--- src/rtl/miller_rabin_trial_core_assert.svh ---
// Assertion macros for the Miller-Rabin trial core.
`ifndef MILLER_RABIN_TRIAL_CORE_ASSERT_SVH
`define MILLER_RABIN_TRIAL_CORE_ASSERT_SVH

// Implication checked at every clock edge outside reset.
`define MRT_ASSERT_IMP(label, clk, rst, a, c, msg) \
  label: assert property (@(posedge clk) disable iff (rst) (a) |-> (c)) else $error(msg);

// Implication checked in the cycle after its trigger.
`define MRT_ASSERT_NEXT(label, clk, rst, a, c, msg) \
  label: assert property (@(posedge clk) disable iff (rst) (a) |=> (c)) else $error(msg);

`endif

--- src/rtl/mrt_pkg.sv ---
// ----------------------------------------------------------------------------
// mrt_pkg
// Shared constants and types for the Miller-Rabin trial core.
// ----------------------------------------------------------------------------
package mrt_pkg;
  localparam int DEF_WIDTH = 32;
  localparam int IN_W      = 32;

  // Start request and operation select from the sequencer to the modular unit.
  typedef struct packed {
    logic start;
    logic is_mul;  // 1: modular multiply, 0: reduce of {a, b} by n
  } mrt_op_t;
endpackage

--- src/rtl/miller_rabin_trial_core.sv ---
// Each round issues its modular operations one after another on the shared
// bit-serial unit; trivial candidates (0 to 4 and even numbers) get a verdict
// without the unit.
// One word at a time: in_ready only while idle with no verdict pending.
// Reset (synchronous, rst high) clears sequencer, unit and output valid.
// ----------------------------------------------------------------------------
// miller_rabin_trial_core
// One Miller-Rabin round per input word, verdict in an output register.
// ----------------------------------------------------------------------------
`include "miller_rabin_trial_core_assert.svh"
module miller_rabin_trial_core import mrt_pkg::*; #(
  parameter int WIDTH = DEF_WIDTH
) (
  input  logic            clk,
  input  logic            rst,
  input  logic            in_valid,
  output logic            in_ready,
  input  logic [IN_W-1:0] cand,
  input  logic [IN_W-1:0] rand_word,
  output logic            out_valid,
  input  logic            out_ready,
  output logic            probably_prime
);
  mrt_op_t          op;
  logic [WIDTH-1:0] op_a, op_b, op_n, u_res;
  logic             u_busy, u_done, idle, fin, verdict;
  logic [WIDTH-1:0] n_in;

  always_comb begin
    n_in = '0;
    for (int i = 0; i < WIDTH; i++) begin
      if (i < IN_W) n_in[i] = cand[i];
    end
  end

  // fin means a verdict is on its way into the output register
  assign in_ready = idle && !out_valid && !fin;

  mrt_seq #(.WIDTH(WIDTH)) u_seq (
    .clk, .rst, .in_go(in_valid && in_ready), .n_in, .rnd_in(rand_word),
    .idle, .fin, .verdict, .op, .op_a, .op_b, .op_n, .u_done, .u_res
  );

  mrt_modunit #(.WIDTH(WIDTH)) u_mod (
    .clk, .rst, .op, .a(op_a), .b(op_b), .n(op_n),
    .busy(u_busy), .done(u_done), .res(u_res)
  );

  always_ff @(posedge clk) begin
    if (rst) begin
      out_valid <= 1'b0;
    end else if (fin) begin
      out_valid <= 1'b1;
      probably_prime <= verdict;
    end else if (out_ready) begin
      out_valid <= 1'b0;
    end
  end

  `MRT_ASSERT_IMP(a_fin_idle_out, clk, rst, fin, !out_valid, "result while output full")
  `MRT_ASSERT_NEXT(a_accept_busy, clk, rst, in_valid && in_ready, !in_ready, "word while busy")
  `MRT_ASSERT_IMP(a_done_busy, clk, rst, u_done, !u_busy, "unit done while busy")
endmodule

--- src/rtl/mrt_modunit.sv ---
// ----------------------------------------------------------------------------
// mrt_modunit
// Shared modular unit. Multiply: interleaved shift-add a*b mod n, one bit of
// b per cycle from the MSB. Reduce: restoring {a, b} mod n with a below n,
// one quotient bit per cycle. Operands of multiply must be below n.
// ----------------------------------------------------------------------------
module mrt_modunit import mrt_pkg::*; #(
  parameter int WIDTH = DEF_WIDTH
) (
  input  logic             clk,
  input  logic             rst,
  input  mrt_op_t          op,
  input  logic [WIDTH-1:0] a,
  input  logic [WIDTH-1:0] b,
  input  logic [WIDTH-1:0] n,
  output logic             busy,
  output logic             done,
  output logic [WIDTH-1:0] res
);
  localparam int CW = $clog2(WIDTH + 1);

  logic [WIDTH-1:0] acc, opa, opb, modn;
  logic [CW-1:0]    cnt;
  logic             mul;

  logic [WIDTH:0] dbl, dsub, sum, ssub, acc1;
  logic [WIDTH-1:0] acc2;

  always_comb begin
    // multiply step: acc = 2*acc (+ a) mod n
    dbl  = {acc, 1'b0};
    dsub = dbl - {1'b0, modn};
    acc1 = dsub[WIDTH] ? dbl : dsub;
    sum  = acc1 + {1'b0, opa};
    ssub = sum - {1'b0, modn};
    if (opb[WIDTH-1]) begin
      acc2 = ssub[WIDTH] ? sum[WIDTH-1:0] : ssub[WIDTH-1:0];
    end else begin
      acc2 = acc1[WIDTH-1:0];
    end
    if (!mul) begin
      // reduce step: remainder = 2*rem + next dividend bit
      dbl  = {acc, opb[WIDTH-1]};
      dsub = dbl - {1'b0, modn};
      acc2 = dsub[WIDTH] ? dbl[WIDTH-1:0] : dsub[WIDTH-1:0];
    end
  end

  always_ff @(posedge clk) begin
    done <= 1'b0;
    if (rst) begin
      busy <= 1'b0;
      cnt  <= '0;
    end else if (op.start && !busy) begin
      busy <= 1'b1;
      mul  <= op.is_mul;
      // reduce carries the running remainder in through a
      acc  <= op.is_mul ? '0 : a;
      opa  <= a;
      opb  <= b;
      modn <= n;
      cnt  <= CW'(WIDTH);
    end else if (busy) begin
      acc <= acc2;
      opb <= {opb[WIDTH-2:0], 1'b0};
      cnt <= cnt - 1'b1;
      if (cnt == CW'(1)) begin
        busy <= 1'b0;
        done <= 1'b1;
      end
    end
  end

  assign res = acc;
endmodule

--- src/rtl/mrt_seq.sv ---
// ----------------------------------------------------------------------------
// mrt_seq
// Round sequencer: special cases, d/r split, witness reduction, square and
// multiply, then the squaring chain.
// ----------------------------------------------------------------------------
module mrt_seq import mrt_pkg::*; #(
  parameter int WIDTH = DEF_WIDTH
) (
  input  logic             clk,
  input  logic             rst,
  input  logic             in_go,
  input  logic [WIDTH-1:0] n_in,
  input  logic [IN_W-1:0]  rnd_in,
  output logic             idle,
  output logic             fin,
  output logic             verdict,
  output mrt_op_t          op,
  output logic [WIDTH-1:0] op_a,
  output logic [WIDTH-1:0] op_b,
  output logic [WIDTH-1:0] op_n,
  input  logic             u_done,
  input  logic [WIDTH-1:0] u_res
);
  localparam int RW   = $clog2(WIDTH + 1);
  localparam int RC   = (IN_W + WIDTH - 1) / WIDTH;  // reduce chunks of rnd
  localparam int RNDW = RC * WIDTH;

  typedef enum logic [3:0] {
    S_IDLE, S_SPLIT, S_RED, S_REDW, S_EXP, S_EXPW, S_SQB, S_SQBW, S_CHK,
    S_SQ, S_SQW, S_END
  } state_t;

  state_t           state;
  logic [WIDTH-1:0] n, d, x, base, nm1;
  logic [RNDW-1:0]  rnd;
  logic [RW-1:0]    r;
  logic [$clog2(RC+1)-1:0] chunk;
  logic [WIDTH-1:0] rem;

  always_ff @(posedge clk) begin
    fin <= 1'b0;
    op.start <= 1'b0;
    if (rst) begin
      state <= S_IDLE;
    end else begin
      case (state)
        S_IDLE: begin
          if (in_go) begin
            n <= n_in;
            rnd <= RNDW'(rnd_in);
            nm1 <= n_in - 1'b1;
            d <= n_in - 1'b1;
            r <= '0;
            rem <= '0;
            chunk <= '0;
            if (n_in <= WIDTH'(1) || n_in == WIDTH'(4) || !n_in[0] && n_in > WIDTH'(3))
            begin
              verdict <= 1'b0;
              state <= S_END;
            end else if (n_in <= WIDTH'(3)) begin
              verdict <= 1'b1;
              state <= S_END;
            end else begin
              state <= S_SPLIT;
            end
          end
        end
        S_SPLIT: begin
          if (!d[0]) begin
            d <= d >> 1;
            r <= r + 1'b1;
          end else begin
            state <= S_RED;
          end
        end
        // rnd mod (n-4), WIDTH bits of rnd per pass: rem = (rem:chunk) mod m
        S_RED: begin
          if (32'(chunk) == 32'(RC)) begin
            base <= rem + WIDTH'(2);
            x <= WIDTH'(1);
            state <= S_EXP;
          end else begin
            op.start <= 1'b1;
            op.is_mul <= 1'b0;
            op_a <= rem;
            op_b <= rnd[RNDW-1 -: WIDTH];
            op_n <= n - WIDTH'(4);
            state <= S_REDW;
          end
        end
        S_REDW: begin
          if (u_done) begin
            rem <= u_res;
            rnd <= rnd << WIDTH;
            chunk <= chunk + 1'b1;
            state <= S_RED;
          end
        end
        S_EXP: begin
          if (d == '0) begin
            state <= S_CHK;
          end else if (d[0]) begin
            op.start <= 1'b1;
            op.is_mul <= 1'b1;
            op_a <= x;
            op_b <= base;
            op_n <= n;
            state <= S_EXPW;
          end else begin
            state <= S_SQB;
          end
        end
        S_EXPW: begin
          if (u_done) begin
            x <= u_res;
            state <= S_SQB;
          end
        end
        S_SQB: begin
          op.start <= 1'b1;
          op.is_mul <= 1'b1;
          op_a <= base;
          op_b <= base;
          op_n <= n;
          state <= S_SQBW;
        end
        S_SQBW: begin
          if (u_done) begin
            base <= u_res;
            d <= d >> 1;
            state <= S_EXP;
          end
        end
        S_CHK: begin
          if (x == WIDTH'(1) || x == nm1) begin
            verdict <= 1'b1;
            state <= S_END;
          end else if (r <= RW'(1)) begin
            verdict <= 1'b0;
            state <= S_END;
          end else begin
            state <= S_SQ;
          end
        end
        S_SQ: begin
          op.start <= 1'b1;
          op.is_mul <= 1'b1;
          op_a <= x;
          op_b <= x;
          op_n <= n;
          r <= r - 1'b1;
          state <= S_SQW;
        end
        S_SQW: begin
          if (u_done) begin
            x <= u_res;
            if (u_res == WIDTH'(1)) begin
              verdict <= 1'b0;
              state <= S_END;
            end else if (u_res == nm1) begin
              verdict <= 1'b1;
              state <= S_END;
            end else if (r <= RW'(1)) begin
              verdict <= 1'b0;
              state <= S_END;
            end else begin
              state <= S_SQ;
            end
          end
        end
        S_END: begin
          fin <= 1'b1;
          state <= S_IDLE;
        end
        default: state <= S_IDLE;
      endcase
    end
  end

  assign idle = (state == S_IDLE);
endmodule
--- config.mk ---
export PLATFORM = sky130hd
export DESIGN_NAME = miller_rabin_trial_core
export DESIGN_NICKNAME = d
export VERILOG_FILES = /design/src/rtl/mrt_pkg.sv /design/src/rtl/miller_rabin_trial_core.sv /design/src/rtl/mrt_modunit.sv /design/src/rtl/mrt_seq.sv
export VERILOG_INCLUDE_DIRS = /design/src /design/src/rtl
export SDC_FILE = /design/constraint.sdc
export NUM_CORES = 1
export LEC_CHECK = 0
export ABC_AREA = 1
export BUFFER_PORTS_ARGS = -buffer_cell sky130_fd_sc_hd__buf_2
export CAP_MARGIN = 20
export CORE_UTILIZATION = 51
export DETAILED_ROUTE_END_ITERATION = 10
export HOLD_SLACK_MARGIN = 0.02
export PLACE_DENSITY_LB_ADDON = 0.05
export SLEW_MARGIN = 20
export SYNTH_ARGS = -nofsm -noshare
export SYNTH_HDL_FRONTEND = slang
export SYNTH_HIERARCHICAL = 1
export SYNTH_SLANG_ARGS = --single-unit
export TNS_END_PERCENT = 10
--- constraint.sdc ---
create_clock -name clk -period 6.4 [get_ports clk]
set_clock_uncertainty 0.15 [all_clocks]
set_input_delay 0.64 -clock clk [delete_from_list [all_inputs] [get_ports clk]]
set_output_delay 0.64 -clock clk [all_outputs]
set_load 0.02 [all_outputs]
==> Word level (Yosys, flattened, before mapping) <==
Cells that the tools add are included.
{ "totals": {"register_bits": 474, "output_inout_bits": 3, "wordCells": 198} }
{ "op_classes": {"n_addsub": 11, "n_lt_le_gt_ge": 4, "eq_ne": 30, "n_mux": 80, "n_bitwise": 2, "n_reduce_logical": 42} }
{ "op_table": {"columns": ["op", "n"], "rows": [
  ["two-way mux 32 bit", 27],
  ["case mux 32 bit (2 select lines)", 4],
  ["case mux 32 bit (4 select lines)", 2],
  ["case mux 32 bit (3 select lines)", 2],
  ["subtractor 33 x 32 -> 33 bit", 3],
  ["== test 32 x 1 -> 1 bit (second input constant)", 2],
  ["== test 32 bit", 2],
  ["two-way mux 4 bit", 12],
  ["case mux 4 bit (11 select lines)", 1],
  ["adder 33 x 32 -> 33 bit", 1],
  ["two-way mux 33 bit", 1],
  ["adder 32 x 2 -> 32 bit (second input constant)", 1],
  ["== test 32 x 3 -> 1 bit (second input constant)", 1],
  ["greater-than comparator 32 x 2 -> 1 bit (second input constant)", 1],
  ["less-or-equal comparator 32 x 1 -> 1 bit (second input constant)", 1],
  ["less-or-equal comparator 32 x 2 -> 1 bit (second input constant)", 1],
  ["logical NOT 32 bit", 1],
  ["subtractor 32 x 1 -> 32 bit (second input constant)", 1],
  ["subtractor 32 x 3 -> 32 bit (second input constant)", 1],
  ["two-way mux 6 bit", 4],
  ["AND reduction 4 bit", 5],
  ["AND reduction 5 bit", 4],
  ["inequality test 2 x 1 -> 1 bit (second input constant)", 9],
  ["case mux 6 bit (3 select lines)", 1],
  ["30 further kinds", 81]
]} }

==> Depth between registers and ports, before layout <==
Gate-level depths: netlist of the first run.
{ "depth": {"depth_word": 9, "ltp_mapped": 49} }

==> Cells and area by module <==
Netlist of the first run, hierarchy kept.
{ "modules_own_cells": {"columns": ["module", "n_inst", "cells_per_inst", "area_per_inst_um2"], "rows": [
  ["mrt_seq", 1, 1658, 16399.5],
  ["mrt_modunit", 1, 2087, 13741.9],
  ["miller_rabin_trial_core", 1, 12, 93.8]
]} }

==> Worst setup path after synthesis of the first run <==
OpenSTA, ideal clock, no wires.
{ "synth_path": {"kind": "register -> register", "startpoint": "reg u_seq.state[0]", "endpoint": "reg u_seq.base[0] (enable)", "setup_time_ps": 595, "arrival_ps": 6026, "required_time_ps": 5655, "path_slack_ps": -371, "path_stages_with_launch": 6, "period_less_slack_ps": 6771, "cell_sequence": "dfxtp_1 nand2_1 nor2_1 inv_1 clkbuf_1 a2111oi_0"} }
{ "synth_via": {"elab_chain_cells": 3, "elab_cells_between_ends": 6, "cone_classes": "eq/ne (4); reduce/logical (2)"} }
{ "synth_lines": {"columns": ["item", "line_no", "source"], "rows": [
  ["start: declaration", "mrt_seq.sv:33", "state_t state;"],
  ["start signal: assignment", "mrt_seq.sv:44", "state <= S_IDLE;"],
  ["start signal: assignment", "mrt_seq.sv:59", "state <= S_END;"],
  ["start signal: assignment", "mrt_seq.sv:62", "state <= S_END;"],
  ["== test 4 x 2 -> 1 bit or == test 4 x 3 -> 1 bit (tied branches)", "mrt_seq.sv:46", "case (state)"],
  ["inequality test 2 x 1 -> 1 bit (no line) or nonzero test 2 bit (tied branches)", null, null],
  ["AND reduction 4 bit (no line) *", null, null],
  ["end signal: assignment", "mrt_seq.sv:79", "base <= rem + WIDTH'(2);"],
  ["end signal: assignment", "mrt_seq.sv:129", "base <= u_res;"],
  ["end: declaration", "mrt_seq.sv:34", "logic [WIDTH-1:0] n, d, x, base, nm1;"]
]} }
Mark *: on every way between the ends. The rest lies on a longest branch, timed or not.
A chain may end at the register's enable or synchronous reset.

==> Worst setup path after layout of the first run <==
{ "layout_path": {"startpoint": "reg u_mod.acc[24], in the netlist u_mod/res[24]", "endpoint": "reg u_mod.acc[18], in the netlist u_mod/res[18], data pin"} }
{ "layout_via": {"elab_chain_cells": 9, "elab_cells_between_ends": 11, "cone_classes": "add/sub (4); mux (7)"} }
{ "layout_lines": {"columns": ["item", "line_no", "source"], "rows": [
  ["start: declaration", "mrt_modunit.sv:22", "logic [WIDTH-1:0] acc, opa, opb, modn;"],
  ["start signal: assignment", "mrt_modunit.sv:58", "acc <= op.is_mul ? '0 : a;"],
  ["subtractor 33 x 32 -> 33 bit", "mrt_modunit.sv:32", "dsub = dbl - {1'b0, modn};"],
  ["two-way mux 33 bit", "mrt_modunit.sv:33", "acc1 = dsub[WIDTH] ? dbl : dsub;"],
  ["adder 33 x 32 -> 33 bit", "mrt_modunit.sv:34", "sum = acc1 + {1'b0, opa};"],
  ["subtractor 33 x 32 -> 33 bit", "mrt_modunit.sv:35", "ssub = sum - {1'b0, modn};"],
  ["two-way mux 32 bit", "mrt_modunit.sv:37", "acc2 = ssub[WIDTH] ? sum[WIDTH-1:0] : ssub[WIDTH-1:0];"],
  ["two-way mux 32 bit", "mrt_modunit.sv:36", "if (opb[WIDTH-1]) begin"],
  ["two-way mux 32 bit *", "mrt_modunit.sv:41", "if (!mul) begin"],
  ["two-way mux 32 bit *", "mrt_modunit.sv:63", "end else if (busy) begin"],
  ["two-way mux 32 bit *", "mrt_modunit.sv:54", "end else if (op.start && !busy) begin"]
]} }
Mark *: on every way between the ends. The rest lies on a longest branch, timed or not. The select of a mux whose other input is x is not followed.

==> flow_summary.ini, run 1 <==
[finish]
area_delta_synth_final_pct = 25.5
diodes = 0
final_common_cell = nand2_1
final-instance-count-excl-fill = 5129
drive_gt1_share_pct = 21.1
final_cell_mix = nand2_1 (1118), buf_4 (515), inv_1 (501)
final_util_pct = 65.3
final_nets = 4499
num-fill-cells = 4939

[route]
wirelength_um = 114000
vias_per_cell = 5.61
wl_met1_um = 45200
dr_wl_met2_um = 53400
drtPass1Iterations = 6
routed.top_layer = met4
dr_total_vias = 28800
wl_met3_um = 9110
drtIter0Drc = 2995
drc = 0
post_drt_wl_per_cell_um = 22.3
ant_nets = 0

[grt]
first_global_vias = 27600
grt.total_usage_pct = 37.5
antenna_found_initial = 0
grt_first_pass_wirelength_um = 167000
grt_max_degree = 66
gr-total-overflow = 0

[sta]
drv_slew = 0
hold_viol = 0
whs_ns = 0.0723
period_needed_ns = 6.41
setup_ws_ns = -0.00998
rsz0062_at_grt = yes
max_freq_mhz = 156
finalSetupViolCount = 2
slew-limit-headroom_pct = 25.6
timing.final.crit_share_pct = 100
tightestPinTransition_ns = 1.12

[setup_path]
endpoint_kind = flop
crit_path_frequent_cell = nand2_1
path_class = reg -> reg
path_max_fanout = 26
start_kind = flop
crit_required_ns = 6.59
critPathMaxStageDelay_ns = 0.49
arrival_ns = 6.60
cpMaxStageDelayCell = edfxtp_1

[placement]
dp_slack_ns = -0.909
port_buffers = 70
dp_hpwl_um = 90700
place.gp.congestion = 1.07
place_inst = 5012

[floorplan]
dieArea_um2 = 60300
die_height_um = 245
start_util_pct = 52.0
fp.dieW_um = 245
core-area_um2 = 58100
io_pins = 71
core.rowCount = 88

[yosys]
yosysWarnings = 6
syn_area_um2 = 30200
synth-edff-count = 459
synth.distinct_cells = 59
yosysSeqAreaShare_pct = 46.6
ys_ff_latch = 474
synth_cells = 3757
synthArstFlopShare_pct = 0
synth_ff_type = edfxtp_1
avgSynthCellArea_um2 = 8.05
syn_nets = 3936

[pwr]
finalPower_uw = 17700
powerDensity_nw_per_um2 = 467
p_sw_share_pct = 43.3
ir_drop_mv = 0.359
netSwitchingPower_uw = 7670
intPower_uw = 10000
p_clk_share_pct = 17.2
p_comb_share_pct = 57.2
p_leak_uw = 0.0170
power_frac_seq_pct = 25.6

[outcome]
status = finished, violations left
violations = setup timing

[job]
maxCapViolations = 0

[clock_network]
h-tree-depth = 2
path_clk_slew_ns = 0.06
clkLatencyLatePin_ns = 0.62
cts_tree = yes
clockBufferDepth = 3
cts_root_buffer = clkbuf_16
cts_sinks = 474
cts_buffers = 52

[min_path]
worstHoldPathType = in -> reg
-- cells by family (layout without fill, tap and decap cells) --
| group | count (synthesis) | in the layout | synth area share, % |
|---|---|---|---|
| DFF | 474 | 474 | 46.6 |
| and+or+nand+nor | 1921 | 1921 | 26.1 |
| xor gates and xnor gates | 214 | 214 | 6.26 |
| adders and majority gates | 111 | 111 | 4.69 |
| buffers and inverters | 610 | 1217 | 7.73 |
| AOI/OAI and AO/OA | 427 | 427 | 8.68 |
-- what timing repair did --
| action | CTS | global route |
|---|---|---|
| setup endpoints to repair | 32 | 32 |
| gates cloned | 0 | 2 |
| hold buffers | 0 | 0 |
| buffers inserted | 6 | 12 |
| pin swaps | 14 | 38 |
| gates resized for setup | 100 | 146 |
-- metrics by stage --
step,setup TNS (ns),cell area (um2)
after CTS,-0.0180,37200
after global routing,-6.74,37900
final,-0.0185,37900
after detailed placement,-22.39,35100
after global placement,-19.90,35100
after floorplan,0,30200
-- worst max-delay path, delay by kind of cell (launching register included) --
family,cells,cell delay [ns]
compound gates,1,0.09
simple gates,24,2.87
buf+inv,9,1.15
fa+ha+maj,4,1.27
xor+xnor,1,0.11
flops,1,0.49
-- layer usage --
metal | up-vias | track usage, %
met3 | 310 | 5.63
met2 | 1383 | 61.4
met5 | - | 0
met1 | 13600 | 48.0
li1 | 13500 | -
met4 | 0 | 19.4
-- synthesized netlist by cell type (all sizes together) (16+ instances only) --
| cell | n | area, um2 |
|---|---|---|
| o21bai | 17 | 128 |
| o221ai | 60 | 526 |
| ha | 107 | 1340 |
| nand2 | 1164 | 4390 |
| xor2 | 110 | 982 |
| nand4 | 48 | 307 |
| xnor2 | 104 | 911 |
| edfxtp | 459 | 13800 |
| nor3 | 46 | 245 |
| nor2 | 414 | 1610 |
| a21oi | 128 | 648 |
| o21ai | 141 | 721 |
| o211ai | 35 | 263 |
| inv | 519 | 1950 |
| nand3 | 209 | 1050 |
| buf | 17 | 110 |
| clkbuf | 71 | 267 |
| o21a | 16 | 120 |
-- registers in the layout, summed over array words and instances, names as in the netlist, 2 cells and up --
name,flops
u_seq/r,6
u_seq/d,32
u_mod/opb,32
u_seq/op_a,32
u_seq/rnd,32
u_seq/state,4
u_seq/op,2
u_mod/cnt,6
u_mod/modn,32
u_seq/rem,32
u_seq/base,32
u_mod/res,32
u_mod/opa,32
u_seq/op_n,32
u_seq/x,32
u_seq/n,32
u_seq/nm1,32
u_seq/op_b,32
-- path summary, 6_finish.rpt --
| check | startpoint | to | slack, ns | cells past startpoint |
|---|---|---|---|---|
| worst max-delay path | u_mod/res[24] | u_mod/res[18] | -0.01 | 39 |
| worst min-delay path | cand[27] | u_seq/n[27] | 0.07 | 1 |
| worst max register to register | u_mod/res[24] | u_mod/res[18] | -0.01 | 39 |
| worst min register to register | u_seq/op_n[20] | u_mod/modn[20] | 0.26 | 0 |
-- layout make-up --
class | instances | area [um2] | area share, %
Multi-Input combinational cell | 2673 | 14800 | 39.0
Clock buffer | 60 | 1350 | 3.56
Clock inverter | 38 | 370 | 0.976
Sequential cell | 474 | 14100 | 37.1
Timing Repair Buffer | 597 | 4410 | 11.6
Inverter | 522 | 1960 | 5.16
Tap cell | 765 | 957 | 2.52
-- power by group through the flow --
stage	registers, uW	clock network (uW)	logic (uW)
2_1_floorplan	4490	0	4540
3_3_place_gp	4560	0	8990
3_5_place_dp	4580	0	9090
4_1_cts	4520	3080	9400
5_1_grt	4570	3180	10700
6_report	4540	3050	10100
No activity file was read; power rests on OpenSTA's default activity.
==> run 2, diff against run 1 <==
--- a/config.mk
+++ b/config.mk
@@ -9,7 +9,8 @@
 export ABC_AREA = 1
 export BUFFER_PORTS_ARGS = -buffer_cell sky130_fd_sc_hd__buf_2
 export CAP_MARGIN = 20
-export CORE_UTILIZATION = 51
+export CORE_MARGIN = 10
+export CORE_UTILIZATION = 25
 export DETAILED_ROUTE_END_ITERATION = 10
 export HOLD_SLACK_MARGIN = 0.02
 export PLACE_DENSITY_LB_ADDON = 0.05
==> constraint.sdc (replaced) <==
create_clock -name clk -period 6.4 [get_ports clk]
set_clock_uncertainty 0.15 [all_clocks]
set_input_delay 0.64 -clock clk [delete_from_list [all_inputs] [get_ports clk]]
set_output_delay 0.64 -clock clk [all_outputs]
set_load 0.05 [all_outputs]
==> flow_summary.ini, run 2 (synthesis gave the netlist of run 1 again) <==
[outcome]
status = finished clean

[finish]
multi_input_area_um2 = 15300
seqCellArea_um2 = 14100
final-instance-count-excl-fill = 6054
area_delta_synth_final_pct = 33.1
final_common_cell = nand2_1
num-fill-cells = 12800
drive_gt1_share_pct = 24.4
final_cell_mix = nand2_1 (1089), buf_4 (577), inv_1 (492)
diodes = 0
final_nets = 4571

[grt]
grt_max_degree = 65
use_met2_pct = 33.7
first_global_vias = 27600
grtUsageMet1_pct = 25.4
grt_first_pass_wirelength_um = 194000
antenna_found_initial = 3
grt.total_usage_pct = 19.5
gr-total-overflow = 0
use_met3_pct = 1.52
grt_busiest_layer = met2

[setup_path]
path_max_fanout = 23
start_kind = flop
crit_required_ns = 6.65
worst_r2r_endpoint = u_mod/res[11]
cp-startpoint = u_mod/res[21]
rr_worst_depth = 38
path_class = reg -> reg
arrival_ns = 6.52
cpMaxStageDelayCell = edfxtp_1
endpoint_kind = flop
critPathMaxStageDelay_ns = 0.46
crit_path_frequent_cell = nand2_2
worstReg2RegStart = u_mod/res[21]
reg2reg_slack_ns = 0.13

[sta]
slew-limit-headroom_pct = 31.0
timing.final.crit_share_pct = 98.0
rsz0062_at_grt = yes
period_needed_ns = 6.27
tns_ns = 0
max_freq_mhz = 159
finalSetupViolCount = 0
tightestPinTransition_ns = 1.03
drv_slew = 0
hold_viol = 0

[route]
ant_nets = 0
drc = 0
drtIter0Drc = 1790
post_drt_wl_per_cell_um = 22.6
vias_per_cell = 4.53
wirelength_um = 137000
dr_total_vias = 27500
drtPass1Iterations = 5

[pwr]
powerDensity_nw_per_um2 = 463
p_leak_uw = 0.0174
intPower_uw = 10500
ir_drop_mv = 0.216
p_clk_share_pct = 18.3
p_sw_share_pct = 43.7
netSwitchingPower_uw = 8140
power_frac_seq_pct = 24.3
p_comb_share_pct = 57.4

[placement]
place_inst = 5903
dp_hpwl_um = 111000
place.gp.congestion = 0.883
port_buffers = 70

[clock_network]
cts_sinks = 474
h-tree-depth = 2
path_clk_slew_ns = 0.06
cts_buffers = 59
cts_root_buffer = clkbuf_16
cts_tree = yes
clkLatencyLatePin_ns = 0.67
clockBufferDepth = 3

[floorplan]
die_height_um = 368
core.rowCount = 127
core-area_um2 = 120000
io_pins = 71
dieArea_um2 = 135000
fp.dieW_um = 368
start_util_pct = 25.2

[min_path]
worstHoldPathType = in -> reg
worstHoldEndpoint = u_seq/n[30]
min_from = cand[30]
whs_path_depth = 1

[job]
maxCapViolations = 0
[run 2: changes by cell type in the layout (fill, tap and decap cells not counted), sizes merged, moves of 2 or more]
| cell | previous run | this run |
|---|---|---|
| inv | 520 | 525 |
| buf | 595 | 660 |
| clkinv | 31 | 29 |
| dlygate4sd3 | 0 | 2 |
| clkbuf | 62 | 70 |
[run 2: stage by stage]
| stage | hold WS, ns | area, um2 | util [%] | total power [uW] | setup WS, ns |
|---|---|---|---|---|---|
| 6_report | 0.0876 | 40200 | 33.5 | 18600 | 0.130 |
| 3_3_place_gp | 0.250 | 36500 | 30.4 | 14400 | -0.831 |
| 4_1_cts | 0.0321 | 39100 | 32.6 | 18200 | 0.000145 |
| 5_1_grt | 0.0529 | 40200 | 33.5 | 19800 | -0.117 |
| 3_5_place_dp | 0.255 | 36500 | 30.4 | 14400 | -0.800 |
| 2_1_floorplan | 0.250 | 30200 | - | 9040 | 0.324 |
[run 2: per-layer routing]
layer	part of all wire, %	routed length, um	vias up
met5	0	0	-
met4	3.6	4860	0
met3	2.8	3860	149
met2	48	66300	515
met1	45	61700	13200
li1	-	-	13600
[run 2: worst max-delay path by stage]
stage	end	slack (ns)	cells past startpoint
6_report	u_mod/res[11]	0.13	38
5_1_grt	u_mod/res[31]	-0.12	43
4_1_cts	u_mod/res[14]	0.0001	38
3_5_place_dp	u_mod/res[11]	-0.80	38
3_3_place_gp	u_mod/res[11]	-0.83	38
2_1_floorplan	u_mod/res[14]	0.32	46
[run 2: cell type report]
class,count,share of cell area (%)
clock buffers,70,3.77
clock inverters,41,1.00
inverters,522,4.89
multi-input cells,2673,38.1
flip-flops and latches,474,35.0
well taps,1612,5.01
repair buffers,662,12.2
[run 2: timing repair]
action,4_1_cts,5_1_grt
gates resized for setup,154,211
endpoints found under the setup margin,32,32
buffers inserted,7,31
hold buffers,2,0
endpoints found under the hold margin,2,0
cloned,0,0
pin swaps,33,63
[run 2: power by group through the flow]
stage	clock network (uW)	logic, uW	registers [uW]
2_1_floorplan	0	4550	4490
3_3_place_gp	0	9870	4580
3_5_place_dp	0	9780	4570
4_1_cts	3520	10100	4520
5_1_grt	3640	11600	4560
6_report	3410	10700	4520
[run 2: worst max-delay path: cells and delay by family (launching register included)]
kind            cells  cell delay (ns)
flops               1             0.46
compound gates      9             1.42
buf+inv             8             0.97
fa+ha+maj           4             1.27
simple gates       17             1.76
==> run 3, diff against run 2 <==
--- a/config.mk
+++ b/config.mk
@@ -9,11 +9,12 @@
 export ABC_AREA = 1
 export BUFFER_PORTS_ARGS = -buffer_cell sky130_fd_sc_hd__buf_2
 export CAP_MARGIN = 20
-export CORE_MARGIN = 10
+export CORE_MARGIN = 2
 export CORE_UTILIZATION = 25
 export DETAILED_ROUTE_END_ITERATION = 10
 export HOLD_SLACK_MARGIN = 0.02
 export PLACE_DENSITY_LB_ADDON = 0.05
+export RECOVER_POWER = 50
 export SLEW_MARGIN = 20
 export SYNTH_ARGS = -nofsm -noshare
 export SYNTH_HDL_FRONTEND = slang
==> flow_summary.ini, run 3 (synthesis gave the netlist of run 1 again) <==
[outcome]
status = finished, violations left
violations = capacitance limit, slew limit

[sta]
hold_viol = 0
slew-limit-headroom_pct = -97.5
max_freq_mhz = 159
timing.final.crit_share_pct = 98.5
drv_slew = 398
setup_ws_ns = 0.0969
period_needed_ns = 6.30
finalSetupViolCount = 0
tightestPinTransition_ns = 2.96
tns_ns = 0
rsz0062_at_grt = yes

[placement]
dp_slack_ns = -0.750
port_buffers = 70
dp_hpwl_um = 111000
place.gp.congestion = 0.921

[floorplan]
core-area_um2 = 120000
io_pins = 71
start_util_pct = 25.2
core.rowCount = 127
fp.dieW_um = 352
dieArea_um2 = 124000
die_height_um = 352

[finish]
drive_gt1_share_pct = 24.6
area_delta_synth_final_pct = 34.4
num-fill-cells = 12900
final_util_pct = 33.9
final_cell_mix = nand2_1 (1077), buf_4 (570), inv_1 (485)
final_nets = 4584
diodes = 0
final_common_cell = nand2_1

[grt]
grt_max_degree = 65
use_met2_pct = 38.3
antenna_found_initial = 6
grtUsageMet1_pct = 29.0
grt_first_pass_wirelength_um = 195000
grt_busiest_layer = met2
grt.total_usage_pct = 22.1
use_met3_pct = 2.01
first_global_vias = 27500
gr-total-overflow = 0

[route]
ant_nets = 0
vias_per_cell = 4.56
drc = 0
wirelength_um = 138000
drtPass1Iterations = 5
post_drt_wl_per_cell_um = 22.7
dr_total_vias = 27700
drtIter0Drc = 1869

[clock_network]
clockBufferDepth = 3
h-tree-depth = 2
cts_buffers = 56
path_clk_slew_ns = 0.06
cts_root_buffer = clkbuf_16
cts_sinks = 474
cts_tree = yes
clkLatencyLatePin_ns = 0.66

[setup_path]
path_class = reg -> reg
crit_required_ns = 6.62
path_max_fanout = 11
crit_path_frequent_cell = nand2_1
start_kind = flop
arrival_ns = 6.53
endpoint_kind = flop
cpMaxStageDelayCell = edfxtp_1
critPathMaxStageDelay_ns = 0.52

[job]
maxCapViolations = 12

[min_path]
worstHoldPathType = in -> reg

[pwr]
ir_drop_mv = 0.296
p_leak_uw = 0.0174
powerDensity_nw_per_um2 = 467
==> run 3: cell types whose count changed in the layout (fill, tap and decap cells not counted), sizes merged <==
cell / change
inv: -4
clkinvlp: +2
clkinv: -5
dlygate4sd3: -1
buf: -32
bufinv: -4
clkbuf: +49
==> run 3: worst max-delay path, delay by kind of cell, from the launching register on <==
| kind | cells | cell delay, ns |
|---|---|---|
| compound gates | 9 | 1.62 |
| simple gates | 14 | 1.33 |
| buf+inv | 10 | 1.27 |
| fa+ha+maj | 3 | 0.95 |
| flops | 1 | 0.52 |
| xor+xnor | 1 | 0.18 |
==> run 3: path summary, 6_finish.rpt <==
path                            depth (start not counted)              to            from  slack (ns)
worst max-delay path                                   37    u_mod/res[8]   u_mod/res[11]         0.1
worst min-delay path                                    3       out_valid       out_ready        0.10
worst max register to register                         37    u_mod/res[8]   u_mod/res[11]         0.1
worst min register to register                          0  u_mod/modn[11]  u_seq/op_n[11]        0.26
==> run 3: through the flow <==
step           area (um2)  hold slack [ns]  total power (uW)  cells
2_1_floorplan       30200            0.250              9040   3757
3_3_place_gp        36500            0.253             14400   5896
3_5_place_dp        36500            0.255             14300   5896
4_1_cts             39500           0.0436             18400   6022
5_1_grt             40600           0.0969             20100   6059
6_report            40600            0.104             19000   6059
==> run 3: layer usage <==
layer	up-vias	part of all wire, %
li1	13700	-
met1	13400	45
met2	507	48
met3	144	3.2
met4	0	3.3
met5	-	0
==> run 3: timing repair <==
item / 4_1_cts / 5_1_grt
hold buffers: 1 / 0
cloned: 3 / 1
endpoints found under the hold margin: 1 / 0
setup buffers: 22 / 36
pin swaps: 62 / 86
endpoints found under the setup margin: 32 / 32
gates resized for setup: 239 / 225
==> run 3: layout make-up <==
type | instances | area, um2 | area share (%)
Multi-Input combinational cell | 2673 | 15800 | 38.9
Sequential cell | 474 | 14100 | 34.7
Timing Repair Buffer | 678 | 5050 | 12.4
Tap cell | 1612 | 2020 | 4.97
Inverter | 522 | 1970 | 4.84
Clock buffer | 70 | 1450 | 3.58
Clock inverter | 30 | 263 | 0.647
==> run 3: where the power goes <==
part           switching [uW]  total [uW]  internal (uW)
sequential                329        4530           4200
clock                    1400        3100           1700
combinational            6610       11300           4730
